`config.mk`:
```
export PLATFORM = sky130hd
export DESIGN_NAME = ewc_queue
export DESIGN_NICKNAME = d
export VERILOG_FILES = /design/src/rtl/ewc_pkg.sv /design/src/rtl/ewc_queue.sv
export SDC_FILE = /design/constraint.sdc
export NUM_CORES = 1
export LEC_CHECK = 0
export BUFFER_PORTS_ARGS = -buffer_cell sky130_fd_sc_hd__clkbuf_2
export CAP_MARGIN = 10
export CORE_MARGIN = 3
export CORE_UTILIZATION = 40
export CTS_BUF_LIST = sky130_fd_sc_hd__clkbuf_16
export CTS_CLUSTER_SIZE = 14
export DETAILED_ROUTE_END_ITERATION = 6
export PLACE_DENSITY = 0.62
export SLEW_MARGIN = 10
export SYNTH_ARGS = -nofsm -noshare
export SYNTH_HDL_FRONTEND = slang
export SYNTH_SLANG_ARGS = --single-unit
```
`constraint.sdc`:
```
create_clock -name clk_i -period 16.1 [get_ports clk_i]
set_input_delay 1.61 -clock clk_i [delete_from_list [all_inputs] [get_ports clk_i]]
set_output_delay 1.61 -clock clk_i [all_outputs]
set_load 0.02 [all_outputs]
```
`src/rtl/ewc_pkg.sv`:
```
// Shared widths, limits and types of the energy-weighted centroid block.
`timescale 1ns / 1ps
package ewc_pkg;

  localparam int EnergyW       = 24;
  localparam int PosW          = 20;
  localparam int LayerW        = 8;
  localparam int EsumW         = 36;
  localparam int WsumW         = 57;
  localparam int ProdW         = EnergyW + 1 + PosW;
  localparam int MaxHits       = 4096;
  localparam int LayerSentinel = 255;
  localparam int HitCntW       = $clog2(MaxHits + 1);
  localparam int QDepth        = 2;
  localparam int QPtrW         = $clog2(QDepth);
  localparam int QCntW         = $clog2(QDepth + 1);
  localparam int DivCntW       = $clog2(WsumW);
  localparam int Lanes         = 3;

  typedef struct packed {
    logic signed [WsumW-1:0] wx;
    logic signed [WsumW-1:0] wy;
    logic signed [WsumW-1:0] wz;
    logic [EsumW-1:0]        energy;
    logic [LayerW-1:0]       width;
    logic                    ovf;
    logic signed [PosW-1:0]  sx;
    logic signed [PosW-1:0]  sy;
    logic signed [PosW-1:0]  sz;
  } cluster_t;

  typedef struct packed {
    logic full;
    logic empty;
  } fifo_stat_t;

endpackage

```
`src/rtl/ewc_queue.sv`:
```
// Two-entry queue of finished cluster sums between front and back.
`timescale 1ns / 1ps
module ewc_queue (
  input  logic                clk_i,
  input  logic                rst_ni,
  input  logic                push_i,
  input  ewc_pkg::cluster_t   data_i,
  input  logic                pop_i,
  output ewc_pkg::cluster_t   data_o,
  output ewc_pkg::fifo_stat_t stat_o
);

  ewc_pkg::cluster_t              mem_q [ewc_pkg::QDepth];
  logic [ewc_pkg::QPtrW-1:0]      wr_q, wr_d, rd_q, rd_d;
  logic [ewc_pkg::QCntW-1:0]      cnt_q, cnt_d;

  always_comb begin
    wr_d  = wr_q;
    rd_d  = rd_q;
    cnt_d = cnt_q;
    if (push_i) begin
      wr_d = (wr_q == ewc_pkg::QPtrW'(ewc_pkg::QDepth - 1)) ? '0 : wr_q + 1'b1;
    end
    if (pop_i) begin
      rd_d = (rd_q == ewc_pkg::QPtrW'(ewc_pkg::QDepth - 1)) ? '0 : rd_q + 1'b1;
    end
    if (push_i && !pop_i) begin
      cnt_d = cnt_q + 1'b1;
    end else if (pop_i && !push_i) begin
      cnt_d = cnt_q - 1'b1;
    end
  end

  always_ff @(posedge clk_i or negedge rst_ni) begin
    if (!rst_ni) begin
      wr_q  <= '0;
      rd_q  <= '0;
      cnt_q <= '0;
    end else begin
      wr_q  <= wr_d;
      rd_q  <= rd_d;
      cnt_q <= cnt_d;
    end
  end

  always_ff @(posedge clk_i) begin
    if (push_i) begin
      mem_q[wr_q] <= data_i;
    end
  end

  assign data_o       = mem_q[rd_q];
  assign stat_o.full  = cnt_q == ewc_pkg::QCntW'(ewc_pkg::QDepth);
  assign stat_o.empty = cnt_q == '0;

`ifndef ASSERT_OFF
  a_no_overrun: assert property (@(posedge clk_i) disable iff (!rst_ni)
    push_i |-> !stat_o.full)
    else $error("push into full queue");
`endif

endmodule

```
# == After elaboration in Yosys (flattened, before gate mapping) ==
# Memory sizes are Yosys's and may differ from the RTL's.
# Cells that the tools add are included.
# totals
latch_bits,0
word_cells,21
ramBits,552
register_bits,4
mem_bits_ro,0
memories,1
# classes
n_mul,0
div_mod_pow,0
bitwise,0
n_reduce_logical,6
eq_ne,1
magnitude_cmp,0
n_shift,0
muxes,6
n_addsub,4
# mem_list
name,words,width,read_ports,rd_clocked_by_memory_dff,write_ports,line,text
mem_q,2,276,1,0,1,ewc_queue.sv:13,ewc_pkg::cluster_t mem_q [ewc_pkg::QDepth];
# ops
operator,count
$mux 1,4
$mux 2,2
$add 1x1->1 const B,2
$add 2x1->2 const B,1
$eq 2x2->1 const B,1
$logic_and 1x1->1,2
$logic_not 1->1,2
$logic_not 2->1,1
$reduce_bool 2->1,1
$sub 2x1->2 const B,1

# == Depth between registers and ports, before layout ==
# Gate-level depths: netlist (run 1).
# logic_depth
ltp_word,4
depth_mapped,5

# == Least setup slack after synthesis (run 1) ==
# No wires, ideal clock.
# synth_path
path_type,input-to-reg
start,input port push_i
end,"memory mem_q[0][0] in the netlist's numbering, enable pin"
setup_time_ps,951
arrival_ps,13480
path_stages,1
path_slack_ps,1669
path_cell_list,nor2b_1
# synth_via
elab_chain_len,2
# synth_lines
item,line,text
"start, declared",ewc_queue.sv:6,"input logic push_i,"
$mux 1,ewc_queue.sv:47,if (push_i) begin
$mux 1 (not written as such),ewc_queue.sv:48,mem_q[wr_q] <= data_i;
"end, declared",ewc_queue.sv:13,
# Every way passes these cells.

==> run summary, run 1 <==
post-synth top area share: 0.787
# IOs: 558
RSZ-0062 raised after global routing: false
Clock Path Buffers: 3
Worst R2R Start: wr_q
CP startpoint kind: flip-flop
dpl ws: 10410 ps
dpl cells: 2094
syn avg cell area: 24.1 sq um
final instance area: 26200 sq um
Syn. warnings: 0
setup violators final: 0
sequential cell area: 16700 sq um
share of layout cells above drive strength 1: 0.612
VDD IR max: 127 uV
global-route wire length before repair: 69.2 mm
Reg-to-Reg End: mem_q[0][93]
CP Data Required Time: 14490 ps
outcome: finished, final reports clean
placed cell area: 24500 sq um
# DRC: 0
initial antenna violation count: 11
vias in the first global route: 11000
Unique masters post-synth: 13
1st-pass router iterations: 4
pin count of the biggest net entering global routing: 78
Reg2Reg Setup Slack: 12570 ps
CP Class: reg -> out
CP startpoint: rd_q
Worst Hold Class: reg -> reg
Skew-Pair Late Insertion Delay: 580 ps
dpl hpwl: 33.0 mm
crit share post-route: 0.389
fmax: 0.160 GHz
CTS tree: yes
CP Capture Point: data_o[0]
Slew headroom: 0.266
synthesized cell area: 21100 sq um
worst reg2reg path depth: 4
# hold bufs at CTS: 0
worst slew pin tran: 1100 ps
GRT Resource Usage Total: 0.164
Hold Fails Final Rpt: 0
flops & latches, synth: 556
post-synthesis sequential area ratio: 0.792
filler instances: 4248
First DRT Iteration DRCs: 559
DRT antenna net count: 0
worst-case clock skew: 10.5 ps
hold_ws: 498 ps
Area Growth Syn to Fin: 24.5%
Synth area leaders: edfxtp_1 (79%), mux2_4 (16%), mux2_2 (2.5%)
via/cell ratio: 4.68
Final Max Tran Viols: 0
Leak Pwr: 10.6 nW
initial core utilization: 0.407
clk sinks: 556
synthesized net count: 1156
Worst Path Arrival: 4650 ps
Layout Nets: 1753
die width: 235 um
multi-input combinational cell area: 4060 sq um
most frequent cells in the layout: clkbuf_2 (557), edfxtp_1 (552), mux2_4 (230)
routed len/inst: 21.3 um
TNS Setup: 0 ps
setup slack after layout: 9840 ps
crit path capture type: output port
die area: 55400 sq um
Crit Path Max Fanout: 63
Num CTS Buffers: 56
PwrDens: 187 nW/um^2
chip height: 235 um
final non-filler cell total: 2202
Min-Delay Startpoint: cnt_q[1]
Root Buffer: clkbuf_16
Yosys top cell by area: edfxtp_1
core area: 51700 sq um
min cycle time layout: 6260 ps
port buffer count: 557
most common cell after layout, fill and taps aside: clkbuf_2
Post-Route WL: 46.8 mm
Routability Congestion: 0.789
row count: 83
Reg clk slew, reported paths: 60 ps
Via Count: 10300
GRT overflow: 0
Gate Count Post-Synth: 875
H-tree depth: 2
max-cap viol count: 0
Setup Fix Bufs, Post-CTS: 0
post-cts gate resize count: 0
==> worst max-delay path, stage by stage (launching register included) <==
cell      delay, ps
dfrtp_4         830
buf_4           950
buf_4           800
buf_4           760
mux2_2          420
clkbuf_2        160
==> where the power goes <==
group          internal, W  switching (W)  total, W
Sequential         0.00192      0.0000889   0.00201
Combinational     0.000706       0.000981   0.00169
Clock             0.000687       0.000517   0.00120
Total              0.00332        0.00159   0.00490
==> per-stage QoR <==
stage          power (W)  utilization
3_5_place_dp     0.00376        0.473
4_1_cts          0.00497        0.507
5_1_grt          0.00511        0.507
2_1_floorplan    0.00338            -
6_report         0.00490        0.507
3_3_place_gp     0.00375        0.473
==> worst min path at each step <==
stage,endpoint,cells after the start
3_5_place_dp,cnt_q[1],1
6_report,cnt_q[1],1
3_3_place_gp,cnt_q[1],1
4_1_cts,cnt_q[1],1
2_1_floorplan,wr_q,1
5_1_grt,cnt_q[1],1
==> routing by layer <==
metal | track usage | up-vias | wire length [um]
li1 | - | 4699 | -
met1 | 0.198 | 5114 | 17900
met2 | 0.274 | 393 | 23400
met3 | 0.0617 | 85 | 4340
met4 | 0.0537 | 12 | 1150
met5 | 0 | - | 83
==> logic make-up (layout without fill, tap and decap cells) <==
kind of cell | count (synthesis) | count (layout) | share of synthesized area
xor+xnor | 5 | 5 | 0.00208
fa+ha+maj | 1 | 1 | 0.000594
buf+inv | 32 | 674 | 0.0156
flops | 556 | 556 | 0.792
mux | 276 | 276 | 0.189
other cells | 0 | 5 | 0
simple gates | 5 | 5 | 0.00125
==> flip-flops by register name, indices dropped and copies added (netlist names) <==
name / flops
wr_q: 1
cnt_q: 2
mem_q: 552
rd_q: 1
==> synthesized netlist by cell type <==
library cell,instances
buf_2,4
nor2b_1,2
buf_6,27
xor2_1,4
nor2_1,2
and2_1,1
inv_1,1
dfrtp_1,4
mux2_2,46
edfxtp_1,552
ha_1,1
xnor2_1,1
mux2_4,230
==> final cells by class <==
| class | instances | area share |
|---|---|---|
| Sequential cell | 556 | 0.636 |
| Tap cell | 680 | 0.0325 |
| Inverter | 1 | 0.000143 |
| Multi-Input combinational cell | 287 | 0.155 |
| Clock inverter | 46 | 0.0111 |
| Antenna cell | 5 | 0.000477 |
| Clock buffer | 57 | 0.0544 |
| Timing Repair Buffer | 570 | 0.110 |
Note: power is estimated with default switching activity, not from simulation.
==> inputs of run 2 (changes only) <==
--- a/config.mk
+++ b/config.mk
@@ -5,6 +5,7 @@
 export SDC_FILE = /design/constraint.sdc
 export NUM_CORES = 1
 export LEC_CHECK = 0
+export ABC_AREA = 1
 export BUFFER_PORTS_ARGS = -buffer_cell sky130_fd_sc_hd__clkbuf_2
 export CAP_MARGIN = 10
 export CORE_MARGIN = 3
@@ -12,7 +13,7 @@
 export CTS_BUF_LIST = sky130_fd_sc_hd__clkbuf_16
 export CTS_CLUSTER_SIZE = 14
 export DETAILED_ROUTE_END_ITERATION = 6
-export PLACE_DENSITY = 0.62
+export PLACE_DENSITY = 0.65
 export SLEW_MARGIN = 10
 export SYNTH_ARGS = -nofsm -noshare
 export SYNTH_HDL_FRONTEND = slang
==> constraint.sdc (replaced) <==
create_clock -name clk_i -period 5.3 [get_ports clk_i]
set_input_delay 0.53 -clock clk_i [delete_from_list [all_inputs] [get_ports clk_i]]
set_output_delay 0.53 -clock clk_i [all_outputs]
set_load 0.02 [all_outputs]
==> run 2 against run 1 <==
  * Core utilization up 0.49 points
  * Critical path type unchanged
  * Critical endpoint is now data_o[259]
  * Die area about the same
  * Register-to-register slack worse by 9700 ps
==> run summary, run 2 <==
outcome: finished, final reports clean
Skew-Pair Late Insertion Delay: 590 ps
crit path capture type: output port
max-cap viol count: 0
Reg2Reg Setup Slack: 2880 ps
most frequent cells in the layout: clkbuf_2 (557), edfxtp_1 (552), mux2_4 (230)
fmax: 0.289 GHz
initial antenna violation count: 11
stages on the worst setup path: 3
hold_ws: 123 ps
filler instances: 4227
CP startpoint kind: flip-flop
CP bufs+invs: 2
Root Buffer: clkbuf_16
Yosys top cell by area: edfxtp_1
Min-Delay Startpoint: data_i[18]
Via Count: 10300
count leader, synth: edfxtp_1
worst slew pin tran: 1050 ps
CTS tree: yes
core area: 51700 sq um
Clock Path Buffers: 3
Hold Path Stages: 1
post-cts gate resize count: 0
worst-case clock skew: 11.4 ps
chip height: 236 um
Async SR Flop Fraction: 0.00719
Worst Path Arrival: 2930 ps
post-synth top area share: 0.786
Leak Pwr: 10.7 nW
H-tree depth: 2
TNS Setup: 0 ps
GRT Resource Usage Total: 0.158
min cycle time layout: 3460 ps
PwrDens: 569 nW/um^2
Reg-to-Reg End: mem_q[1][56]
RSZ-0062 raised after global routing: false
slowest stage cell, crit path: dfrtp_4
CP Data Required Time: 4770 ps
max reg flops: 552
synthesized net count: 1165
Worst Hold Class: in -> reg
Syn. warnings: 0
syn avg cell area: 23.8 sq um
Critical Path, Cell by Cell: buf_4 -> mux2_2 -> clkbuf_2
pin count of the biggest net entering global routing: 116
synthesized cell area: 21100 sq um
Worst R2R Start: wr_q
Crit Path Max Fanout: 60
dpl hpwl: 31.9 mm
die width: 236 um
Reg clk slew, reported paths: 60 ps
post-synthesis sequential area ratio: 0.791
1st-pass router iterations: 5
Util after Layout: 0.512
die area: 55500 sq um
global-route wire length before repair: 67.4 mm
VDD IR max: 382 uV
Synth area leaders: edfxtp_1 (79%), mux2_4 (16%), mux2_2 (2.5%)
Regs by FF count: mem_q x552, cnt_q x2
share of layout cells above drive strength 1: 0.609
slowest cell delay on critical path: 1110 ps
Routability Congestion: 0.822
most common cell after layout, fill and taps aside: clkbuf_2
setup violators final: 0
Post-Route WL: 45.3 mm
crit share post-route: 0.652
flops & latches, synth: 556
EDFF count, synth: 552
Area Growth Syn to Fin: 25.6%
Hold Fails Final Rpt: 0
Synth Flop Type: edfxtp_1
row count: 83
Top delay family on crit path: flip-flops
# DRC: 0
Gate Count Post-Synth: 884
# IOs: 558
Layout Nets: 1771
WHS Endpoint: mem_q[1][18]
routed len/inst: 20.4 um
Num CTS Buffers: 57
CP Class: reg -> out
initial core utilization: 0.408
Final Max Tran Viols: 0
DRT antenna net count: 0
worst reg2reg path depth: 3
via/cell ratio: 4.64
GRT overflow: 0
Unique masters post-synth: 14
clk sinks: 556
Top reg by flops: mem_q
port buffer count: 557
Slew headroom: 0.297
vias in the first global route: 11200
First DRT Iteration DRCs: 476
Synth top cells by count: edfxtp_1 (552), mux2_4 (230), mux2_2 (46)
==> run 2: changes by cell type after synthesis, sizes merged <==
cell   delta
xor2      -2
nand2     +5
nand4     +1
nor2      +1
inv       +6
and2      -1
nand3     +1
nor2b     -2
==> run 2: worst max-delay path by stage <==
stage	end	from	slack, ps
floorplan	mem_q[1][0]	push_i	170
global placement	data_o[260]	rd_q	2520
detailed placement	data_o[259]	rd_q	2440
CTS	data_o[259]	rd_q	1760
global route	data_o[259]	rd_q	1690
finish	data_o[259]	rd_q	1840
==> run 2: cell families after synthesis <==
group	count (synthesis)	synth area share
flip-flops	556	0.791
multiplexers	276	0.188
buffers and inverters	38	0.0166
AND/OR/NAND/NOR	10	0.00196
XOR/XNOR	3	0.00125
adder cells (fa/ha/maj)	1	0.000594
==> run 2: per-stage QoR <==
| stage | worst slack (ps) | power, W | std cells | cell area (sq um) |
|---|---|---|---|---|
| 4_1_cts | 1760 | 0.0153 | 2214 | 26400 |
| 3_3_place_gp | 2520 | 0.0114 | 2110 | 24600 |
| 6_report | 1840 | 0.0151 | 2223 | 26500 |
| 3_5_place_dp | 2440 | 0.0115 | 2110 | 24600 |
| 5_1_grt | 1690 | 0.0157 | 2220 | 26500 |
| 2_1_floorplan | 167 | 0.0100 | 884 | 21100 |
==> run 2: where the power goes <==
group          internal (W)  switching, W  total, W
registers           0.00583      0.000310   0.00614
clock network       0.00220       0.00158   0.00378
logic               0.00219       0.00295   0.00515
==> run 2: worst register-to-register path, delay by kind of cell, from the launching register on <==
| family | cells | cell delay, ps |
|---|---|---|
| DFF | 1 | 420 |
| and+or+nand+nor | 1 | 120 |
| buffers and inverters | 2 | 1270 |
==> run 2: layer usage <==
metal  vias to the layer above  routed length, um  GRT usage
met3                        86               3480     0.0540
met4                         4               1250     0.0555
met2                       374              23600      0.277
met5                         -                 23          0
met1                      5095              17000      0.181
li1                       4763                  -          -
==> run 2: area by class of cell <==
class,count,area [sq um],area share
Inverter,7,30.0,0.00113
Clock buffer,59,1480,0.0558
Clock inverter,44,312,0.0118
Multi-Input combinational cell,290,4060,0.153
Timing Repair Buffer,578,3040,0.115
Antenna cell,9,22.5,0.000851
Sequential cell,556,16700,0.630
Tap cell,680,851,0.0321
==> run 2: repair_timing <==
item                      CTS  global route
hold buffers                1             0
setup buffers               0             0
hold endpoints to repair    4             0
