==> src/rtl/ewc_pkg.sv <==
// Shared widths, limits and types of the energy-weighted centroid block.
`timescale 1ns / 1ps
package ewc_pkg;

  localparam int EnergyW       = 24;
  localparam int PosW          = 20;
  localparam int LayerW        = 8;
  localparam int EsumW         = 36;
  localparam int WsumW         = 57;
  localparam int ProdW         = EnergyW + 1 + PosW;
  localparam int MaxHits       = 4096;
  localparam int LayerSentinel = 255;
  localparam int HitCntW       = $clog2(MaxHits + 1);
  localparam int QDepth        = 2;
  localparam int QPtrW         = $clog2(QDepth);
  localparam int QCntW         = $clog2(QDepth + 1);
  localparam int DivCntW       = $clog2(WsumW);
  localparam int Lanes         = 3;

  typedef struct packed {
    logic signed [WsumW-1:0] wx;
    logic signed [WsumW-1:0] wy;
    logic signed [WsumW-1:0] wz;
    logic [EsumW-1:0]        energy;
    logic [LayerW-1:0]       width;
    logic                    ovf;
    logic signed [PosW-1:0]  sx;
    logic signed [PosW-1:0]  sy;
    logic signed [PosW-1:0]  sz;
  } cluster_t;

  typedef struct packed {
    logic full;
    logic empty;
  } fifo_stat_t;

endpackage

==> src/rtl/ewc_front.sv <==
// Front end: hit products and per-cluster accumulation of energy, weighted sums and layers.
`timescale 1ns / 1ps
module ewc_front (
  input  logic                           clk_i,
  input  logic                           rst_ni,
  input  logic                           in_valid_i,
  output logic                           in_stall_o,
  input  logic [ewc_pkg::EnergyW-1:0]    hit_energy_i,
  input  logic signed [ewc_pkg::PosW-1:0] hit_x_i,
  input  logic signed [ewc_pkg::PosW-1:0] hit_y_i,
  input  logic signed [ewc_pkg::PosW-1:0] hit_z_i,
  input  logic [ewc_pkg::LayerW-1:0]     hit_layer_i,
  input  logic signed [ewc_pkg::PosW-1:0] seed_x_i,
  input  logic signed [ewc_pkg::PosW-1:0] seed_y_i,
  input  logic signed [ewc_pkg::PosW-1:0] seed_z_i,
  input  logic                           last_hit_i,
  input  ewc_pkg::fifo_stat_t            q_stat_i,
  output logic                           push_o,
  output ewc_pkg::cluster_t              rec_o
);

  logic adv;
  logic step;
  logic take;

  logic signed [ewc_pkg::ProdW-1:0] px_d, py_d, pz_d;
  logic signed [ewc_pkg::ProdW-1:0] a_px_q, a_py_q, a_pz_q;
  logic [ewc_pkg::EnergyW-1:0]      a_e_q;
  logic [ewc_pkg::LayerW-1:0]       a_layer_q;
  logic signed [ewc_pkg::PosW-1:0]  a_sx_q, a_sy_q, a_sz_q;
  logic                             a_last_q;
  logic                             a_valid_q, a_valid_d;

  logic [ewc_pkg::EsumW-1:0]        esum_q, esum_new;
  logic [ewc_pkg::EsumW:0]          esum_add;
  logic signed [ewc_pkg::WsumW-1:0] wx_q, wy_q, wz_q, wx_new, wy_new, wz_new;
  logic [ewc_pkg::LayerW-1:0]       lo_q, hi_q, lo_new, hi_new;
  logic [ewc_pkg::HitCntW-1:0]      cnt_q, cnt_new;
  logic                             ovf_q, ovf_new;
  logic                             cap;
  logic                             first;

  assign adv        = !q_stat_i.full;
  assign in_stall_o = q_stat_i.full;
  assign take       = adv && in_valid_i;
  assign step       = adv && a_valid_q;

  assign px_d = $signed({1'b0, hit_energy_i}) * hit_x_i;
  assign py_d = $signed({1'b0, hit_energy_i}) * hit_y_i;
  assign pz_d = $signed({1'b0, hit_energy_i}) * hit_z_i;

  assign a_valid_d = adv ? in_valid_i : a_valid_q;

  always_ff @(posedge clk_i or negedge rst_ni) begin
    if (!rst_ni) begin
      a_valid_q <= 1'b0;
    end else begin
      a_valid_q <= a_valid_d;
    end
  end

  always_ff @(posedge clk_i) begin
    if (take) begin
      a_px_q    <= px_d;
      a_py_q    <= py_d;
      a_pz_q    <= pz_d;
      a_e_q     <= hit_energy_i;
      a_layer_q <= hit_layer_i;
      a_sx_q    <= seed_x_i;
      a_sy_q    <= seed_y_i;
      a_sz_q    <= seed_z_i;
      a_last_q  <= last_hit_i;
    end
  end

  always_comb begin
    cap      = cnt_q < ewc_pkg::HitCntW'(ewc_pkg::MaxHits);
    first    = cnt_q == '0;
    esum_add = {1'b0, esum_q}
             + {{(ewc_pkg::EsumW + 1 - ewc_pkg::EnergyW){1'b0}}, a_e_q};
    esum_new = esum_q;
    wx_new   = wx_q;
    wy_new   = wy_q;
    wz_new   = wz_q;
    lo_new   = lo_q;
    hi_new   = hi_q;
    cnt_new  = cnt_q;
    if (cap) begin
      esum_new = esum_add[ewc_pkg::EsumW] ? '1 : esum_add[ewc_pkg::EsumW-1:0];
      wx_new   = wx_q + {{(ewc_pkg::WsumW - ewc_pkg::ProdW){a_px_q[ewc_pkg::ProdW-1]}}, a_px_q};
      wy_new   = wy_q + {{(ewc_pkg::WsumW - ewc_pkg::ProdW){a_py_q[ewc_pkg::ProdW-1]}}, a_py_q};
      wz_new   = wz_q + {{(ewc_pkg::WsumW - ewc_pkg::ProdW){a_pz_q[ewc_pkg::ProdW-1]}}, a_pz_q};
      if (first || a_layer_q < lo_q) begin
        lo_new = a_layer_q;
      end
      if (first || a_layer_q > hi_q) begin
        hi_new = a_layer_q;
      end
      cnt_new = cnt_q + ewc_pkg::HitCntW'(1);
    end
    ovf_new = ovf_q | !cap;
  end

  always_ff @(posedge clk_i or negedge rst_ni) begin
    if (!rst_ni) begin
      esum_q <= '0;
      wx_q   <= '0;
      wy_q   <= '0;
      wz_q   <= '0;
      lo_q   <= ewc_pkg::LayerW'(ewc_pkg::LayerSentinel);
      hi_q   <= '0;
      cnt_q  <= '0;
      ovf_q  <= 1'b0;
    end else if (step) begin
      if (a_last_q) begin
        esum_q <= '0;
        wx_q   <= '0;
        wy_q   <= '0;
        wz_q   <= '0;
        lo_q   <= ewc_pkg::LayerW'(ewc_pkg::LayerSentinel);
        hi_q   <= '0;
        cnt_q  <= '0;
        ovf_q  <= 1'b0;
      end else begin
        esum_q <= esum_new;
        wx_q   <= wx_new;
        wy_q   <= wy_new;
        wz_q   <= wz_new;
        lo_q   <= lo_new;
        hi_q   <= hi_new;
        cnt_q  <= cnt_new;
        ovf_q  <= ovf_new;
      end
    end
  end

  assign push_o       = step && a_last_q;
  assign rec_o.wx     = wx_new;
  assign rec_o.wy     = wy_new;
  assign rec_o.wz     = wz_new;
  assign rec_o.energy = esum_new;
  assign rec_o.width  = hi_new - lo_new;
  assign rec_o.ovf    = ovf_new;
  assign rec_o.sx     = a_sx_q;
  assign rec_o.sy     = a_sy_q;
  assign rec_o.sz     = a_sz_q;

`ifndef ASSERT_OFF
  a_cnt_bound: assert property (@(posedge clk_i) disable iff (!rst_ni)
    cnt_q <= ewc_pkg::HitCntW'(ewc_pkg::MaxHits))
    else $error("hit count beyond limit");
`endif

endmodule

==> config.mk <==
export PLATFORM = sky130hd
export DESIGN_NAME = ewc_front
export DESIGN_NICKNAME = d
export VERILOG_FILES = /design/src/rtl/ewc_pkg.sv /design/src/rtl/ewc_front.sv
export SDC_FILE = /design/constraint.sdc
export NUM_CORES = 2
export LEC_CHECK = 0
export BUFFER_PORTS_ARGS = -buffer_cell sky130_fd_sc_hd__buf_4
export CAP_MARGIN = 25
export CORE_UTILIZATION = 30
export DETAILED_ROUTE_END_ITERATION = 16
export PLACE_DENSITY = 0.55
export SYNTH_ARGS = -nofsm -noshare
export SYNTH_HDL_FRONTEND = slang
export SYNTH_SLANG_ARGS = --single-unit
==> constraint.sdc <==
create_clock -name clk_i -period 12.98 [get_ports clk_i]
set_clock_uncertainty 0.2 [all_clocks]
set_input_delay 2.596 -clock clk_i [delete_from_list [all_inputs] [get_ports clk_i]]
set_output_delay 2.596 -clock clk_i [all_outputs]
set_load 0.02 [all_outputs]
# ---- Yosys cells after proc, flatten, opt, wreduce, memory -nomap -nowiden
# Cells that the tools add are included.
dict set report totals {
  ff_bits 466
  inputBits 158
  output_inout_bits 278
  wordCells 59
}
dict set report op_classes {
  add_sub_neg 6
  multipliers 3
  order_cmp 3
  mux 18
  bitwise 1
  reduce_logical 10
}
# operator count
set op_table {}
lappend op_table {{$mux 57} 6}
lappend op_table {{$add 57x57->57} 3}
lappend op_table {{$mul 25x20->45} 3}
lappend op_table {{$mux 36} 3}
lappend op_table {{$mux 8} 6}
lappend op_table {{$add 36x24->37} 1}
lappend op_table {{$mux 13} 2}
lappend op_table {{$add 13x1->13 const B} 1}
lappend op_table {{$logic_not 13->1} 1}
lappend op_table {{$lt 13x13->1 const B} 1}
lappend op_table {{$gt 8x8->1} 1}
lappend op_table {{$lt 8x8->1} 1}
lappend op_table {{$sub 8x8->8} 1}
lappend op_table {{$logic_and 1x1->1} 3}
lappend op_table {{$logic_not 1->1} 2}
lappend op_table {{$logic_or 1x1->1} 2}
lappend op_table {{$reduce_and 2->1} 1}
lappend op_table {{$reduce_bool 2->1} 1}
lappend op_table {{$mux 1} 1}
lappend op_table {{$or 1x1->1} 1}

# ---- Depth between registers and ports, before layout
dict set report logic_depth {
  depth_word 5
  depth_mapped 27
  mapped_depth_nobuf 26
}

# ---- Least setup slack after synthesis
# Ideal clock, no wire load.
dict set report synth_timing {
  kind {input -> register}
  start {input port q_stat_i[1] in the netlist's numbering}
  end {register a_e_q[0] in the netlist's numbering (enable)}
  arrival_time_ns 12.715
  slack_ns -0.788
  stages 1
  cell_sequence {nor2b_1}
}
dict set report synth_via {
  elab_chain_cells 2
}
# element line
set synth_rtl {}
lappend synth_rtl {{from (decl)} ewc_front.sv:17} ;# input ewc_pkg::fifo_stat_t q_stat_i,
lappend synth_rtl {{$logic_not 1->1} ewc_front.sv:43} ;# assign adv = !q_stat_i.full;
lappend synth_rtl {{$logic_and 1x1->1} ewc_front.sv:45} ;# assign take = adv && in_valid_i;
lappend synth_rtl {{to (signal assigned)} ewc_front.sv:67} ;# a_e_q <= hit_energy_i;
lappend synth_rtl {{to (decl)} ewc_front.sv:28} ;# logic [ewc_pkg::EnergyW-1:0] a_e_q;
# Every way passes these cells.
# A chain may end at the register's enable or synchronous reset.

# ---- Final worst setup path
dict set report layout_timing {
  start {input port hit_energy_i[9] in the netlist's numbering}
  end {register a_pz_q[37] in the netlist's numbering (data pin)}
}
dict set report layout_via {
  elab_chain_cells 1
}
# element line
set layout_rtl {}
lappend layout_rtl {{from (decl)} ewc_front.sv:8} ;# input logic [ewc_pkg::EnergyW-1:0] hit_energy_i,
lappend layout_rtl {{$mul 25x20->45} ewc_front.sv:50} ;# assign pz_d = $signed({1'b0, hit_energy_i}) * hit_z_i;
lappend layout_rtl {{named net pz_d (one bit)} ewc_front.sv:26} ;# logic signed [ewc_pkg::ProdW-1:0] px_d, py_d, pz_d;
lappend layout_rtl {{to (signal assigned)} ewc_front.sv:66} ;# a_pz_q <= pz_d;
lappend layout_rtl {{to (decl)} ewc_front.sv:27} ;# logic signed [ewc_pkg::ProdW-1:0] a_px_q, a_py_q, a_pz_q;
# The timed path passes the listed nets, and every way through them passes these cells.

==> summary.md <==
| Metric | Value |
|---|---|
| Final setup margin | `~2.9 ns` |
| EDFF count, synth | `around 230` |
| Via density | `5.03` |
| WHS Endpoint | `wz_q[34]` |
| Cell Chain, Critical Path | `buf_4 -> buf_4 -> nand2_1 -> fa_1 -> inv_1 -> fa_1 -> fa_1 -> fa_1 -> fa_1 -> fa_1 -> inv_1 -> fa_1 -> inv_1 -> ha_1 -> and2_1 -> and3_1 -> a221oi_1 -> o31a_1 -> o22ai_1 -> a211o_1 -> a21oi_1 -> a21oi_1 -> xor2_1` |
| Worst setup path class | `input pin to flop` |
| Hold Slack | `0.318 ns` |
| GRT Util Overall | `0.190` |
| Run status | `completed` |
| Worst slew margin | `0.269` |
| Post-Route Setup TNS | `0 ns` |
| Global-route wire length before repair | `393000 um` |
| # rows | `about 190` |
| I/O Buffers | `around 430` |
| First drt pass iteration count | `7` |
| CTS tree | `done` |
| Cell area after synthesis | `79400 um2` |
| Reg2reg start | `a_pz_q[0]` |
| Vias in the first global route | `64900` |
| Post-place setup slack | `2.22 ns` |
| Crit path top cell by count | `fa_1` |
| Most used flip-flop cell after synthesis | `dfrtp_1` |
| Max H-tree Level | `2` |
| Longest Clk Path Bufs | `3` |
| Vias | `62400` |
| Yosys top cell area share | `0.299` |
| Share of cells above drive strength 1 | `0.0764` |
| Fill count | `27000` |
| Min-delay worst type | `flop to flop` |
| Starting Density | `0.302` |
| Worst-Margin Slew | `1.10 ns` |
| Post-CTS setup buffer count | `0` |
| Clock sinks | `466` |
| Antenna violations before repair | `between 40 and 50` |
| Final WL | `approximately 250000 um` |
| Period minus WS final | `10.11 ns` |
| Yosys reg bits | `between 400 and 500` |
| Count leader, synth | `inv_1` |
| Fmax | `98.9 MHz` |
| Syn Inst Count | `8781` |
| Clock slew at reported path FFs | `0.06 ns` |
| Root buf cell | `clkbuf_16` |
| CP arrival | `10.32 ns` |
| Worst path top cell family by delay | `adder cells` |
| Unique masters post-synth | `102` |
| Max-Cap Viols | `0` |
| Core Area | `263000 um2` |
| Post-cts resize count | `0` |
| Area grow syn2layout | `10.2%` |
| Final Cycle Share | `0.779` |
| Seq/Total Area, Yosys | `0.161` |
| Num CTS Buffers | `53` |
| Syn_nets | `10900` |
| Reg2Reg Depth | `12` |
| Ys async rst share | `0.511` |
| CP Data Required Time | `between 10 and 15 ns` |
| Slowest cell delay on critical path | `0.58 ns` |
| Top post-synthesis cells by area | `fa_1, ha_1, edfxtp_1` |
| DP HPWL | `between 150000 and 200000 um` |
| Final GP Congestion | `0.917` |
| Clk_lat worst skew | `0.67 ns` |
| Hold path start | `wz_q[34]` |
| Final setup violation count | `0` |
| DIE HEIGHT | `516 um` |
| Syn. warnings | `0` |
| Total global routing overflow | `0` |
| RSZ-0062 raised after global routing | `no` |
| CP max stage cell | `buf_4` |
| WL/cell | `a little over 20 um` |
| Crit start category | `input pin` |
| CP max FO | `40` |
| Die area | `267000 um2` |
| DRT iter0 DRCs | `4239` |
| # IOs | `436` |
| Drt drc | `0` |
| Yosys top cell by area | `fa_1` |
| Max-slew violation count | `0` |
| Reg-to-reg critical path endpoint | `wz_q[46]` |
| Die W | `slightly above 500 um` |
| Hold Path Depth | `2` |
| Synth Area per Inst | `between 9 and 10 um2` |
| Largest net degree at the start of global routing | `202` |
| Buf/Inv on CP | `5` |
| Final Hold Fails | `0` |
| Final Net Count | `10900` |
| Critical path capture point type | `flop` |
| Antenna Nets Post-Route | `0` |
| List of most frequent post-synthesis cells | `inv_1, fa_1, nand2_1, and2_1, ha_1` |
| Hold Buf Count CTS | `0` |
| Setup slack, reg-to-reg | `around 8.6 ns` |
==> registers in the layout (all words and copies together), names as in the netlist, 8 cells and up <==
register / count
lo_q: 8
wx_q: 57
a_px_q: 45
a_py_q: 45
wz_q: 57
a_layer_q: 8
a_e_q: 24
a_sx_q: 20
a_pz_q: 45
a_sz_q: 20
esum_q: 36
cnt_q: 13
wy_q: 57
hi_q: 8
a_sy_q: 20
==> worst max-delay path by stage <==
stage                                start         end  slack (ns)  cells past startpoint
after floorplan           hit_energy_i[11]  a_py_q[43]        3.38                     24
after global placement     hit_energy_i[9]  a_pz_q[42]        2.27                     27
after detailed placement   hit_energy_i[6]  a_pz_q[41]        2.22                     23
after CTS                  hit_energy_i[9]  a_pz_q[41]        2.96                     23
after global routing       hit_energy_i[9]  a_pz_q[42]        2.53                     27
final                      hit_energy_i[9]  a_pz_q[37]        2.87                     23
==> layout make-up <==
type | count | area, um2 | share of cell area
sequential | 466 | 12800 | 0.147
multi-input combinational | 6406 | 59400 | 0.679
timing repair buffer | 490 | 3750 | 0.0429
antenna | 16 | 40.0 | 0.000458
inverter | 1404 | 5270 | 0.0603
clock buffer | 67 | 1440 | 0.0165
tap | 3515 | 4400 | 0.0503
clock inverter | 33 | 335 | 0.00384
==> per-stage QoR <==
| step | instances | utilization | area [um2] |
|---|---|---|---|
| floorplan | 8781 | - | 79400 |
| global placement | 12300 | 0.326 | 85600 |
| detailed placement | 12300 | 0.326 | 85600 |
| CTS | 12400 | 0.333 | 87400 |
| global route | 12400 | 0.333 | 87400 |
| finish | 12400 | 0.333 | 87400 |
==> per-layer routing <==
metal | share of wire | wire length [um] | global-route usage
met1 | 0.45 | 115000 | 0.264
met2 | 0.45 | 115000 | 0.306
met3 | 0.067 | 16900 | 0.0293
met4 | 0.026 | 6650 | 0.0506
met5 | 0.00073 | 185 | 0
==> cells in the final DEF (no fill, tap or decap), types with 20 or more instances in the layout <==
cell type	instances
a211oi_1	40
a21o_1	199
a21oi_1	327
a22o_1	101
a31oi_1	58
and2_1	772
and3_1	65
buf_4	484
clkbuf_16	54
dfrtp_1	229
edfxtp_1	228
fa_1	1184
ha_1	759
inv_1	1401
mux2_2	20
nand2_1	1060
nand2b_1	70
nand3_1	112
nand4_1	63
nor2_1	265
nor2b_1	46
nor3_1	57
o211ai_1	24
o21a_1	35
o21ai_0	299
o21ai_1	80
o21bai_1	55
o221ai_1	42
xnor2_1	182
xor2_1	133
==> tightest hold or removal path, stage by stage (launching register included) <==
cell and delay (ns):
dfrtp_1 0.36, nand2_1 0.05, o21ai_1 0.06
==> logic make-up (layout without fill, tap and decap cells) <==
group,Yosys count,count (layout),share of synthesized area
buf+inv,1909,1994,0.0908
mux,30,30,0.00410
simple gates,2609,2609,0.162
xor+xnor,315,315,0.0348
fa+ha+maj,1943,1943,0.418
other cells,0,16,0
compound gates,1509,1509,0.128
flops,466,466,0.161
Power is not shown: default switching activity piles up to over one toggle a cycle in this logic, so the estimate is an artifact.
