[src/rtl/ewc_pkg.sv]
// Shared widths, limits and types of the energy-weighted centroid block.
`timescale 1ns / 1ps
package ewc_pkg;

  localparam int EnergyW       = 24;
  localparam int PosW          = 20;
  localparam int LayerW        = 8;
  localparam int EsumW         = 36;
  localparam int WsumW         = 57;
  localparam int ProdW         = EnergyW + 1 + PosW;
  localparam int MaxHits       = 4096;
  localparam int LayerSentinel = 255;
  localparam int HitCntW       = $clog2(MaxHits + 1);
  localparam int QDepth        = 2;
  localparam int QPtrW         = $clog2(QDepth);
  localparam int QCntW         = $clog2(QDepth + 1);
  localparam int DivCntW       = $clog2(WsumW);
  localparam int Lanes         = 3;

  typedef struct packed {
    logic signed [WsumW-1:0] wx;
    logic signed [WsumW-1:0] wy;
    logic signed [WsumW-1:0] wz;
    logic [EsumW-1:0]        energy;
    logic [LayerW-1:0]       width;
    logic                    ovf;
    logic signed [PosW-1:0]  sx;
    logic signed [PosW-1:0]  sy;
    logic signed [PosW-1:0]  sz;
  } cluster_t;

  typedef struct packed {
    logic full;
    logic empty;
  } fifo_stat_t;

endpackage

[src/rtl/ewc_back.sv]
// Back end: three restoring dividers, centroid saturation and the result register.
`timescale 1ns / 1ps
module ewc_back (
  input  logic                             clk_i,
  input  logic                             rst_ni,
  input  ewc_pkg::fifo_stat_t              q_stat_i,
  input  ewc_pkg::cluster_t                rec_i,
  output logic                             pop_o,
  output logic                             out_valid_o,
  input  logic                             out_stall_i,
  output logic signed [ewc_pkg::PosW-1:0]  centroid_x_o,
  output logic signed [ewc_pkg::PosW-1:0]  centroid_y_o,
  output logic signed [ewc_pkg::PosW-1:0]  centroid_z_o,
  output logic [ewc_pkg::EsumW-1:0]        total_energy_o,
  output logic [ewc_pkg::LayerW-1:0]       layer_width_o,
  output logic                             used_seed_o,
  output logic                             hit_overflow_o
);

  typedef enum logic [2:0] {
    S_IDLE = 3'b001,
    S_DIV  = 3'b010,
    S_FIN  = 3'b100
  } back_state_e;

  typedef struct packed {
    logic [ewc_pkg::EsumW-1:0] rem;
    logic [ewc_pkg::WsumW-1:0] dq;
  } div_t;

  function automatic div_t div_step(input logic [ewc_pkg::EsumW-1:0] rem,
                                    input logic [ewc_pkg::WsumW-1:0] dq,
                                    input logic [ewc_pkg::EsumW-1:0] dvs);
    logic [ewc_pkg::EsumW:0] t;
    logic [ewc_pkg::EsumW:0] s;
    logic                    ge;
    div_t                    r;
    t  = {rem, dq[ewc_pkg::WsumW-1]};
    s  = t - {1'b0, dvs};
    ge = t >= {1'b0, dvs};
    r.rem = ge ? s[ewc_pkg::EsumW-1:0] : t[ewc_pkg::EsumW-1:0];
    r.dq  = {dq[ewc_pkg::WsumW-2:0], ge};
    return r;
  endfunction

  function automatic logic [ewc_pkg::PosW-1:0] sat_quot(
      input logic [ewc_pkg::WsumW-1:0] q, input logic neg);
    logic [ewc_pkg::WsumW-1:0] lim;
    logic [ewc_pkg::WsumW-1:0] m;
    lim = neg ? ewc_pkg::WsumW'(1) << (ewc_pkg::PosW - 1)
              : (ewc_pkg::WsumW'(1) << (ewc_pkg::PosW - 1)) - 1'b1;
    m   = (q > lim) ? lim : q;
    m   = neg ? ('0 - m) : m;
    return m[ewc_pkg::PosW-1:0];
  endfunction

  back_state_e                      state_q, state_d;
  logic [ewc_pkg::DivCntW-1:0]      cnt_q, cnt_d;

  logic [ewc_pkg::EsumW-1:0]        dvs_q;
  logic [ewc_pkg::EsumW-1:0]        rem_q [ewc_pkg::Lanes];
  logic [ewc_pkg::WsumW-1:0]        dq_q  [ewc_pkg::Lanes];
  logic                             neg_q [ewc_pkg::Lanes];
  logic signed [ewc_pkg::PosW-1:0]  seed_q [ewc_pkg::Lanes];
  logic [ewc_pkg::LayerW-1:0]       width_q;
  logic                             ovf_q;
  logic                             used_q;

  logic signed [ewc_pkg::WsumW-1:0] ws [ewc_pkg::Lanes];
  logic signed [ewc_pkg::PosW-1:0]  sd [ewc_pkg::Lanes];
  div_t                             nx [ewc_pkg::Lanes];
  logic [ewc_pkg::PosW-1:0]         res [ewc_pkg::Lanes];

  logic signed [ewc_pkg::PosW-1:0]  out_c_q [ewc_pkg::Lanes];
  logic [ewc_pkg::EsumW-1:0]        out_e_q;
  logic [ewc_pkg::LayerW-1:0]       out_w_q;
  logic                             out_used_q;
  logic                             out_ovf_q;
  logic                             out_valid_q, out_valid_d;
  logic                             load_out;
  logic                             zero_e;

  assign ws[0] = rec_i.wx;
  assign ws[1] = rec_i.wy;
  assign ws[2] = rec_i.wz;
  assign sd[0] = rec_i.sx;
  assign sd[1] = rec_i.sy;
  assign sd[2] = rec_i.sz;

  assign pop_o    = (state_q == S_IDLE) && !q_stat_i.empty;
  assign zero_e   = rec_i.energy == '0;
  assign load_out = (state_q == S_FIN) && (!out_valid_q || !out_stall_i);

  always_comb begin
    for (int i = 0; i < ewc_pkg::Lanes; i++) begin
      nx[i]  = div_step(rem_q[i], dq_q[i], dvs_q);
      res[i] = used_q ? seed_q[i] : sat_quot(dq_q[i], neg_q[i]);
    end
  end

  always_comb begin
    state_d = state_q;
    cnt_d   = cnt_q;
    case (state_q)
      S_IDLE: begin
        cnt_d = '0;
        if (pop_o) begin
          state_d = zero_e ? S_FIN : S_DIV;
        end
      end
      S_DIV: begin
        cnt_d = cnt_q + 1'b1;
        if (cnt_q == ewc_pkg::DivCntW'(ewc_pkg::WsumW - 1)) begin
          state_d = S_FIN;
        end
      end
      S_FIN: begin
        if (load_out) begin
          state_d = S_IDLE;
        end
      end
      default: begin
        state_d = S_IDLE;
      end
    endcase
  end

  always_comb begin
    out_valid_d = out_valid_q;
    if (load_out) begin
      out_valid_d = 1'b1;
    end else if (out_valid_q && !out_stall_i) begin
      out_valid_d = 1'b0;
    end
  end

  always_ff @(posedge clk_i or negedge rst_ni) begin
    if (!rst_ni) begin
      state_q     <= S_IDLE;
      cnt_q       <= '0;
      out_valid_q <= 1'b0;
    end else begin
      state_q     <= state_d;
      cnt_q       <= cnt_d;
      out_valid_q <= out_valid_d;
    end
  end

  always_ff @(posedge clk_i) begin
    if (pop_o) begin
      dvs_q   <= rec_i.energy;
      width_q <= rec_i.width;
      ovf_q   <= rec_i.ovf;
      used_q  <= zero_e;
      for (int i = 0; i < ewc_pkg::Lanes; i++) begin
        rem_q[i]  <= '0;
        neg_q[i]  <= ws[i][ewc_pkg::WsumW-1];
        dq_q[i]   <= ws[i][ewc_pkg::WsumW-1] ? ('0 - ws[i]) : ws[i];
        seed_q[i] <= sd[i];
      end
    end else if (state_q == S_DIV) begin
      for (int i = 0; i < ewc_pkg::Lanes; i++) begin
        rem_q[i] <= nx[i].rem;
        dq_q[i]  <= nx[i].dq;
      end
    end
  end

  always_ff @(posedge clk_i) begin
    if (load_out) begin
      for (int i = 0; i < ewc_pkg::Lanes; i++) begin
        out_c_q[i] <= res[i];
      end
      out_e_q    <= dvs_q;
      out_w_q    <= width_q;
      out_used_q <= used_q;
      out_ovf_q  <= ovf_q;
    end
  end

  assign out_valid_o    = out_valid_q;
  assign centroid_x_o   = out_c_q[0];
  assign centroid_y_o   = out_c_q[1];
  assign centroid_z_o   = out_c_q[2];
  assign total_energy_o = out_e_q;
  assign layer_width_o  = out_w_q;
  assign used_seed_o    = out_used_q;
  assign hit_overflow_o = out_ovf_q;

`ifndef ASSERT_OFF
  a_div_nonzero: assert property (@(posedge clk_i) disable iff (!rst_ni)
    state_q == S_DIV |-> dvs_q != '0)
    else $error("divide started with zero energy");
  a_seed_zero: assert property (@(posedge clk_i) disable iff (!rst_ni)
    out_valid_q && out_used_q |-> out_e_q == '0)
    else $error("seed emitted with nonzero energy");
  a_out_from_fin: assert property (@(posedge clk_i) disable iff (!rst_ni)
    $rose(out_valid_q) |-> $past(state_q) == S_FIN)
    else $error("result raised outside finish state");
`endif

endmodule

[config.mk]
export PLATFORM = sky130hd
export DESIGN_NAME = ewc_back
export DESIGN_NICKNAME = d
export VERILOG_FILES = /design/src/rtl/ewc_pkg.sv /design/src/rtl/ewc_back.sv
export SDC_FILE = /design/constraint.sdc
export NUM_CORES = 1
export LEC_CHECK = 0
export ABC_AREA = 1
export BUFFER_PORTS_ARGS = -buffer_cell sky130_fd_sc_hd__buf_2
export CAP_MARGIN = 20
export CORE_ASPECT_RATIO = 1.1
export CORE_MARGIN = 5
export CORE_UTILIZATION = 35
export DETAILED_ROUTE_END_ITERATION = 7
export GPL_TIMING_DRIVEN = 0
export PLACE_DENSITY = 0.51
export SYNTH_ARGS = -nofsm -noshare
export SYNTH_HDL_FRONTEND = slang
export SYNTH_SLANG_ARGS = --single-unit
export TNS_END_PERCENT = 20
[constraint.sdc]
create_clock -name clk_i -period 20.1 [get_ports clk_i]
set_input_delay 6.03 -clock clk_i [delete_from_list [all_inputs] [get_ports clk_i]]
set_output_delay 6.03 -clock clk_i [all_outputs]
set_load 0.01 [all_outputs]
After elaboration in Yosys (flattened, before gate mapping)
Memory sizes are Yosys's and may differ from the RTL's.
Index checks and enable logic that the tools add are counted.

storage, ports and cells
  bits in registers = 102
  RAM bits = 402
  input port bits = 281
  output and inout bits = 108
  logic and storage cells = 95
  memories kept = 5

memories
  memory   depth  width  read ports  clocked after memory_dff  wr ports  line            RTL
  dq_q     3      57     3           0                         3         ewc_back.sv:62  logic [ewc_pkg::WsumW-1:0] dq_q [ewc_pkg::Lanes];
  rem_q    3      36     3           0                         3         ewc_back.sv:61  logic [ewc_pkg::EsumW-1:0] rem_q [ewc_pkg::Lanes];
  out_c_q  3      20     3           0                         3         ewc_back.sv:74  logic signed [ewc_pkg::PosW-1:0] out_c_q [ewc_pkg::Lanes];
  seed_q   3      20     3           0                         3         ewc_back.sv:64  logic signed [ewc_pkg::PosW-1:0] seed_q [ewc_pkg::Lanes];
  neg_q    3      1      3           0                         3         ewc_back.sv:63  logic neg_q [ewc_pkg::Lanes];

cells by class
  add/subtract/negate cells = 10
  order comparisons = 6
  equal/unequal tests = 7
  multiplexer cells = 39
  bitwise operators = 6
  reduce and logical (&&, ||, !) cells = 11

operators with widths
  kind                     count
  $mux W57                 6
  $mux W20                 12
  $mux W36                 6
  $gt A57 B20 Y1           3
  $sub A1 B57 Y57 const A  3
  $ge A37 B36 Y1           3
  $sub A36 B36 Y36         3
  $sub A1 B20 Y20 const A  3
  $logic_not A36 Y1        1
  $mux W3                  4
  $pmux W6 S2              1
  $mux W1                  9
  $pmux W3 S3              1
  $add A6 B1 Y6 const B    1
  $eq A6 B6 Y1 const B     1
  $ne A2 B2 Y1 const B     3
  $or A1 B1 Y1             6
  $reduce_bool A2 Y1       2
  $eq A3 B1 Y1 const B     1
  $eq A3 B2 Y1 const B     1
  $eq A3 B3 Y1 const B     1
  $logic_and A1 B1 Y1      3
  $logic_not A1 Y1         3
  $reduce_and A3 Y1        1
  $logic_or A1 B1 Y1       1

Longest topological paths before layout
Gate-level depths: netlist (run 1).

  depth in word-level cells = 6
  mapped depth = 24
  gate-level depth less buffers = 22

Worst setup path before layout (run 1)
No wires, ideal clock.

  path kind = in2reg
  start = input q_stat_i[0] (netlist bit)
  end = memory dq_q[0][0] (netlist bit), enable pin
  library setup time = 0.653 ns
  arrival = 17.023 ns
  data required time = 19.447 ns
  setup slack = 2.424 ns
  stages = 3
  buffers on the path = 0
  cell sequence = nor2_1 inv_1 nand2_1

RTL lines
  what                line            RTL
  start: declaration  ewc_back.sv:6   input ewc_pkg::fifo_stat_t q_stat_i,
  end: declaration    ewc_back.sv:62

Worst setup path in the final report (run 1)
  start = input q_stat_i[0] (netlist bit)
  end = output pop_o

on the way
  longest elaborated chain between the ends = 2

ends and longest elaborated chain
  what                 line            RTL
  $logic_not A1 Y1     ewc_back.sv:90  assign pop_o = (state_q == S_IDLE) && !q_stat_i.empty;
  $logic_and A1 B1 Y1  ewc_back.sv:90
  end: declaration     ewc_back.sv:8   output logic pop_o,

No other way between the ends.

==> flow_summary.ini, run 1 <==
[critical_path]
cp_top_family = buffers and inverters
crit_chain = buf_2, nor2_4, buf_16, buf_12, buf_12, buf_2
crit_buf_inv = 5
slowest_stage = nor2_4
path_class = in2out
max_stage_delay_ns = 0.66
cp.required_ns = 14.07
endpoint_kind = primary output
worst_setup_path_start_kind = input port
crit_arrival_ns = 7.72
path_max_fanout = 30

[synth]
ys_seq_area_share_pct = 43.4
synth-edff-count = 494
synth.distinct_cells = 72
synth_area_um2 = 34700
syn_nets = 4789
synth_ff_type = edfxtp_1
ys_warn_count = 0
synthArstFlopShare_pct = 1.98
ys_seq_elements = 504
netlist_instances = 4329
syn_avg_cell_area_um2 = 8.02

[place]
place_area_um2 = 38800
routabilityCongestion = 0.939
port_buffers = 387
hpwl_mm = 104

[final_layout]
areaGrowthSynthToFinish_pct = 17.9
stdcell_area_um2 = 40900
utilization_pct = 41.5
final_nets = 5266
fillCellCount = 10196
layout-drive-gt1-share_pct = 13.6

[global_routing]
grt_pass1_vias = 31505
grt_antenna_before_repair = 38
grt_max_degree = 67
track_usage_pct = 24.2
grt_pass1_wl_mm = 194
overflow = 0

[floorplanning]
num_rows = 121
die_area_um2 = 106000
coreArea_um2 = 98700
die_h_um = 340
ios = 389
die_w_um = 310
start_util_pct = 35.2

[clock_network]
cts_tree = built
clkLatencyLatePin_ns = 0.64
cts_htree_levels = 3
cts.sinks = 504
cts_buffers = 66
postCtsHoldBufs = 0
ctsResizeCount = 0
cts_buffer_depth = 3
clock-root-buffer = clkbuf_16
cts.clk_slew.worst_paths_ns = 0.05
post_cts.repair.setup_buffers = 0

[timing]
fin_crit_ns = 13.75
maxSlewHeadroom_pct = 25.7
finClkSkew_ns = 0.0306
setup-violations-final = 0
rsz0062_at_grt = false
drv_slew = 0
hold_violations = 0
tightest_slew_ns = 1.12
max_freq_mhz = 72.7
fin_crit_sh_pct = 68.4

[detailed_routing]
via_per_inst = 5.22
wl_mm = 132
wl_per_cell_um = 21.4
drc_errors = 0
drtIter0Drc = 2505
drtAntennaViolNets = 0
via_count = 32133
dr.pass1.iters = 6

[pwr]
power_mw = 5.46
p_per_area_nw_per_um2 = 133
leakage_nw = 17.0
irDropWorstVdd_mv = 0.0641

[status]
status = finished clean

[min_path]
hold_class = reg2reg

[flow_run]
drv_cap = 0
## cells in the mapped netlist (all sizes together), types with 19 or more instances
master  instances  area [um^2]
a21oi         281         1420
nand3         202         1090
or2            19          119
buf            44          264
xor2          118         1030
nand4          68          447
clkbuf         79          297
a31oi          57          357
a21o           20          150
inv           438         1640
nor2          547         2130
nor3           67          360
ha            176         2200
o21ai         405         2030
nor4           62          422
nand2        1038         3970
edfxtp        494        14800
o211ai         23          173
xnor2          87          762
## through the flow
step	cells	setup TNS, ns	hold WS [ns]	setup WS [ns]
after floorplan	4329	0	0.400	2.42
after global placement	6007	-1418.40	0.401	-5.11
after detailed placement	6028	0	0.406	6.33
after CTS	6144	0	0.418	6.32
after global routing	6150	0	0.420	6.27
final	6160	0	0.418	6.35
## flip-flops by register name (all words and copies together) (netlist names), 3 cells and up
signal          flops
total_energy_o     36
dvs_q              36
rem_q             108
state_q             3
cnt_q               6
out_c_q            60
neg_q               3
layer_width_o       8
width_q             8
dq_q              171
seed_q             60
## cell type report
type,instances,area (um^2),share of cell area (%)
Antenna cell,15,37.5,0.0917
Buffer,123,562,1.37
Clock buffer,72,1720,4.19
Clock inverter,44,415,1.01
Inverter,443,1660,4.06
Multi-Input combinational cell,3259,17500,42.6
Sequential cell,504,15100,36.8
Tap cell,1291,1620,3.95
Timing Repair Buffer,409,2390,5.84
## logic make-up (layout without fill, tap and decap cells)
kind of cell / Yosys count / after routing / share of synthesized area, %
buffers and inverters: 566 / 1091 / 6.40
AND/OR/NAND/NOR: 2029 / 2029 / 25.2
flip-flops: 504 / 504 / 43.4
XOR/XNOR: 205 / 205 / 5.17
adder cells (fa/ha/maj): 179 / 179 / 6.51
other: 0 / 15 / 0
AO/OA/AOI/OAI: 846 / 846 / 13.3
## cells in the final DEF, fill, tap and decap left out, types with 9 or more instances in the layout
cell          n
edfxtp_1    494
a211oi_1     10
buf_1        12
diode_2      15
nor2_2       19
clkbuf_16    68
a21o_1       20
nor4_1       58
clkinv_2     10
nand3b_1     13
or2_2        17
nor3_1       61
xor2_1      118
inv_1       428
a21oi_1     276
nand2_1    1011
o211ai_1     23
buf_16        9
inv_2        10
dfrtp_1       9
a31oi_1      57
nand4_1      66
nand3_2      13
nor2_1      523
xnor2_1      87
o21ai_1      28
o21ai_0     375
ha_1        176
clkbuf_1     82
clkinv_1     17
buf_2       406
nand3_1     188
nand2_2      24
## final timing paths
kind                                  startpoint                         end  slack (ns)  cells past startpoint
hold reg to reg             width_q[6]$_DFFE_PP_  layer_width_o[6]$_DFFE_PP_        0.42                      0
min in group asynchronous                 rst_ni        cnt_q[2]$_DFFE_PN0N_        5.29                      1
setup reg to reg           neg_q[0][1]$_DFFE_PP_    out_c_q[0][38]$_DFFE_PP_       15.37                     23
hold / removal              width_q[6]$_DFFE_PP_  layer_width_o[6]$_DFFE_PP_        0.42                      0
setup / recovery                     q_stat_i[0]                       pop_o        6.35                      6
max in group asynchronous                 rst_ni      state_q[0]$_DFFE_PN1P_       14.53                      1
## per-layer routing
layer / share of wire [%] / vias to the layer above / GRT usage (%)
met3: 5.7 / 203 / 3.81
met4: 2.8 / 12 / 6.69
met1: 43 / 15162 / 31.5
met5: 0.058 / - / 0
li1: - / 15790 / -
met2: 48 / 966 / 41.7
## where the power goes
| part | internal (mW) | switching, mW | leakage (nW) |
|---|---|---|---|
| Sequential | 1.62 | 0.192 | 4.79 |
| Combinational | 0.789 | 1.66 | 11.2 |
| Clock | 0.696 | 0.499 | 1.03 |
Note: power is estimated with default switching activity, not from simulation.
==> inputs of run 2 (changes only) <==
==> constraint.sdc (replaced) <==
create_clock -name clk_i -period 14.35 [get_ports clk_i]
set_input_delay 4.305 -clock clk_i [delete_from_list [all_inputs] [get_ports clk_i]]
set_output_delay 4.305 -clock clk_i [all_outputs]
set_load 0.01 [all_outputs]
==> run 2 against run 1 <==
Effect of this change: count of clock-buffer cells in the layout rose by 13; hold slack hardly changed; setup slack got worse by 2.2 ns; clock skew shrank 0.0055 ns; die area stayed put; combinational power rose by 39%; critical path type unchanged; highest routed layer unchanged; largest cell class unchanged; routed wire length about the same; largest power group unchanged.
==> flow_summary.ini, run 2 (same netlist as run 1, synthesis figures left out) <==
[status]
status = finished clean

[floorplanning]
die_h_um = 340
die_area_um2 = 106000
coreArea_um2 = 98700
ios = 389
die_w_um = 310
num_rows = 121
start_util_pct = 35.2

[detailed_routing]
dr.pass1.iters = 6
via_count = 32152
via_per_inst = 5.21
drc_errors = 0
wl_per_cell_um = 21.3
drtIter0Drc = 2450
wl_mm = 132
drtAntennaViolNets = 0

[timing]
hold_violations = 0
tightest_slew_ns = 1.10
max_freq_mhz = 98.5
drv_slew = 0
setup-violations-final = 0
finClkSkew_ns = 0.0250
fin_crit_ns = 10.15
worst_slack_ns = 4.20
timing.hold.ws_ns = 0.417
totalNegativeSetupSlack_ns = 0
rsz0062_at_grt = false
maxSlewHeadroom_pct = 26.6
fin_crit_sh_pct = 70.7

[critical_path]
cp.required_ns = 10.05
crit_chain = buf_2, nor2_4, buf_12, buf_12, buf_2
max_stage_delay_ns = 0.67
timing.rr.start = neg_q[0][2]$_DFFE_PP_
endpoint_kind = primary output
r2r-end = out_c_q[0][50]$_DFFE_PP_
worst-r2r-setup-slack_ns = 9.61
path_class = in2out
slowest_stage = nor2_4
worst_setup_path_start_kind = input port
crit_arrival_ns = 5.85
path_max_fanout = 31
reg2reg_depth = 19

[clock_network]
post_cts.repair.setup_buffers = 0
postCtsHoldBufs = 0
cts_buffers = 67
ctsResizeCount = 0
clock-root-buffer = clkbuf_16
cts_tree = built
cts_htree_levels = 3
cts.clk_slew.worst_paths_ns = 0.05
cts.sinks = 504
cts_buffer_depth = 3
clkLatencyLatePin_ns = 0.62

[place]
port_buffers = 387
routabilityCongestion = 0.937
place_ws_ns = 4.20
dp.cells = 6026
hpwl_mm = 104

[final_layout]
top_regs = dq_q (171), rem_q (108)
largest_reg_flops = 171
utilization_pct = 41.6
layout-drive-gt1-share_pct = 13.6
top_register = dq_q
final_cell_mix = 1011 x nand2_1, 523 x nor2_1, 494 x edfxtp_1
instances_no_fill = 6171
final_nets = 5264
layout_commonest_cell = nand2_1
areaGrowthSynthToFinish_pct = 18.1

[global_routing]
grt_pass1_vias = 31287
grt_pass1_wl_mm = 194
grt_antenna_before_repair = 34
track_usage_pct = 24.1
overflow = 0
grt_max_degree = 106

[flow_run]
drv_cap = 0

[pwr]
irDropWorstVdd_mv = 0.140
p_per_area_nw_per_um2 = 188
leakage_nw = 17.1

[min_path]
hold_path_depth = 0
hold_class = reg2reg
min-delay-start = width_q[0]$_DFFE_PP_
hold_end = layer_width_o[0]$_DFFE_PP_
## run 2: changes by cell type in the layout (fill, tap and decap cells not counted), moves of 3 or more
| cell | delta |
|---|---|
| bufinv_16 | +3 |
| clkbuf_1 | +10 |
| clkbuf_16 | +3 |
| diode_2 | +11 |
| clkinv_4 | -4 |
| clkinv_2 | +4 |
| buf_16 | -3 |
| clkinv_1 | -10 |
## run 2: worst max path at each step
stage	from	end	depth (start not counted)
floorplan	q_stat_i[0]	dq_q[0][0]$_DFFE_PP_	3
global placement	q_stat_i[0]	dq_q[0][76]$_DFFE_PP_	4
detailed placement	q_stat_i[0]	pop_o	5
CTS	q_stat_i[0]	pop_o	5
global route	q_stat_i[0]	pop_o	5
finish	q_stat_i[0]	pop_o	5
## run 2: worst max-delay path, delay by kind of cell
| family | cells | cell delay (ns) |
|---|---|---|
| buf+inv | 4 | 0.80 |
| simple gates | 1 | 0.67 |
## run 2: through the flow
| stage | total power [mW] | cell area [um^2] |
|---|---|---|
| 4_1_cts | 7.76 | 41000 |
| 3_5_place_dp | 5.96 | 38700 |
| 3_3_place_gp | 6.00 | 38300 |
| 2_1_floorplan | 4.84 | 34700 |
| 5_1_grt | 8.25 | 41000 |
| 6_report | 7.71 | 41000 |
## run 2: layout make-up
type	count	area (um^2)
diodes	26	65.1
inverters	443	1660
flip-flops and latches	504	15100
multi-input cells	3259	17500
fillers	10275	57700
well taps	1291	1620
plain buffers	123	562
clock buffers	85	1830
repair buffers	406	2320
clock inverters	34	422
## run 2: power by group
part	total [mW]	switching (mW)	internal, mW
clock	1.76	0.692	1.07
sequential	2.54	0.267	2.28
combinational	3.41	2.32	1.09
total	7.71	3.28	4.43
## run 2: layer usage
| metal | GRT usage [%] | wire, um |
|---|---|---|
| met5 | 0 | 70 |
| met4 | 7.77 | 4130 |
| met3 | 4.15 | 7850 |
| met2 | 40.8 | 62800 |
| met1 | 31.3 | 56700 |
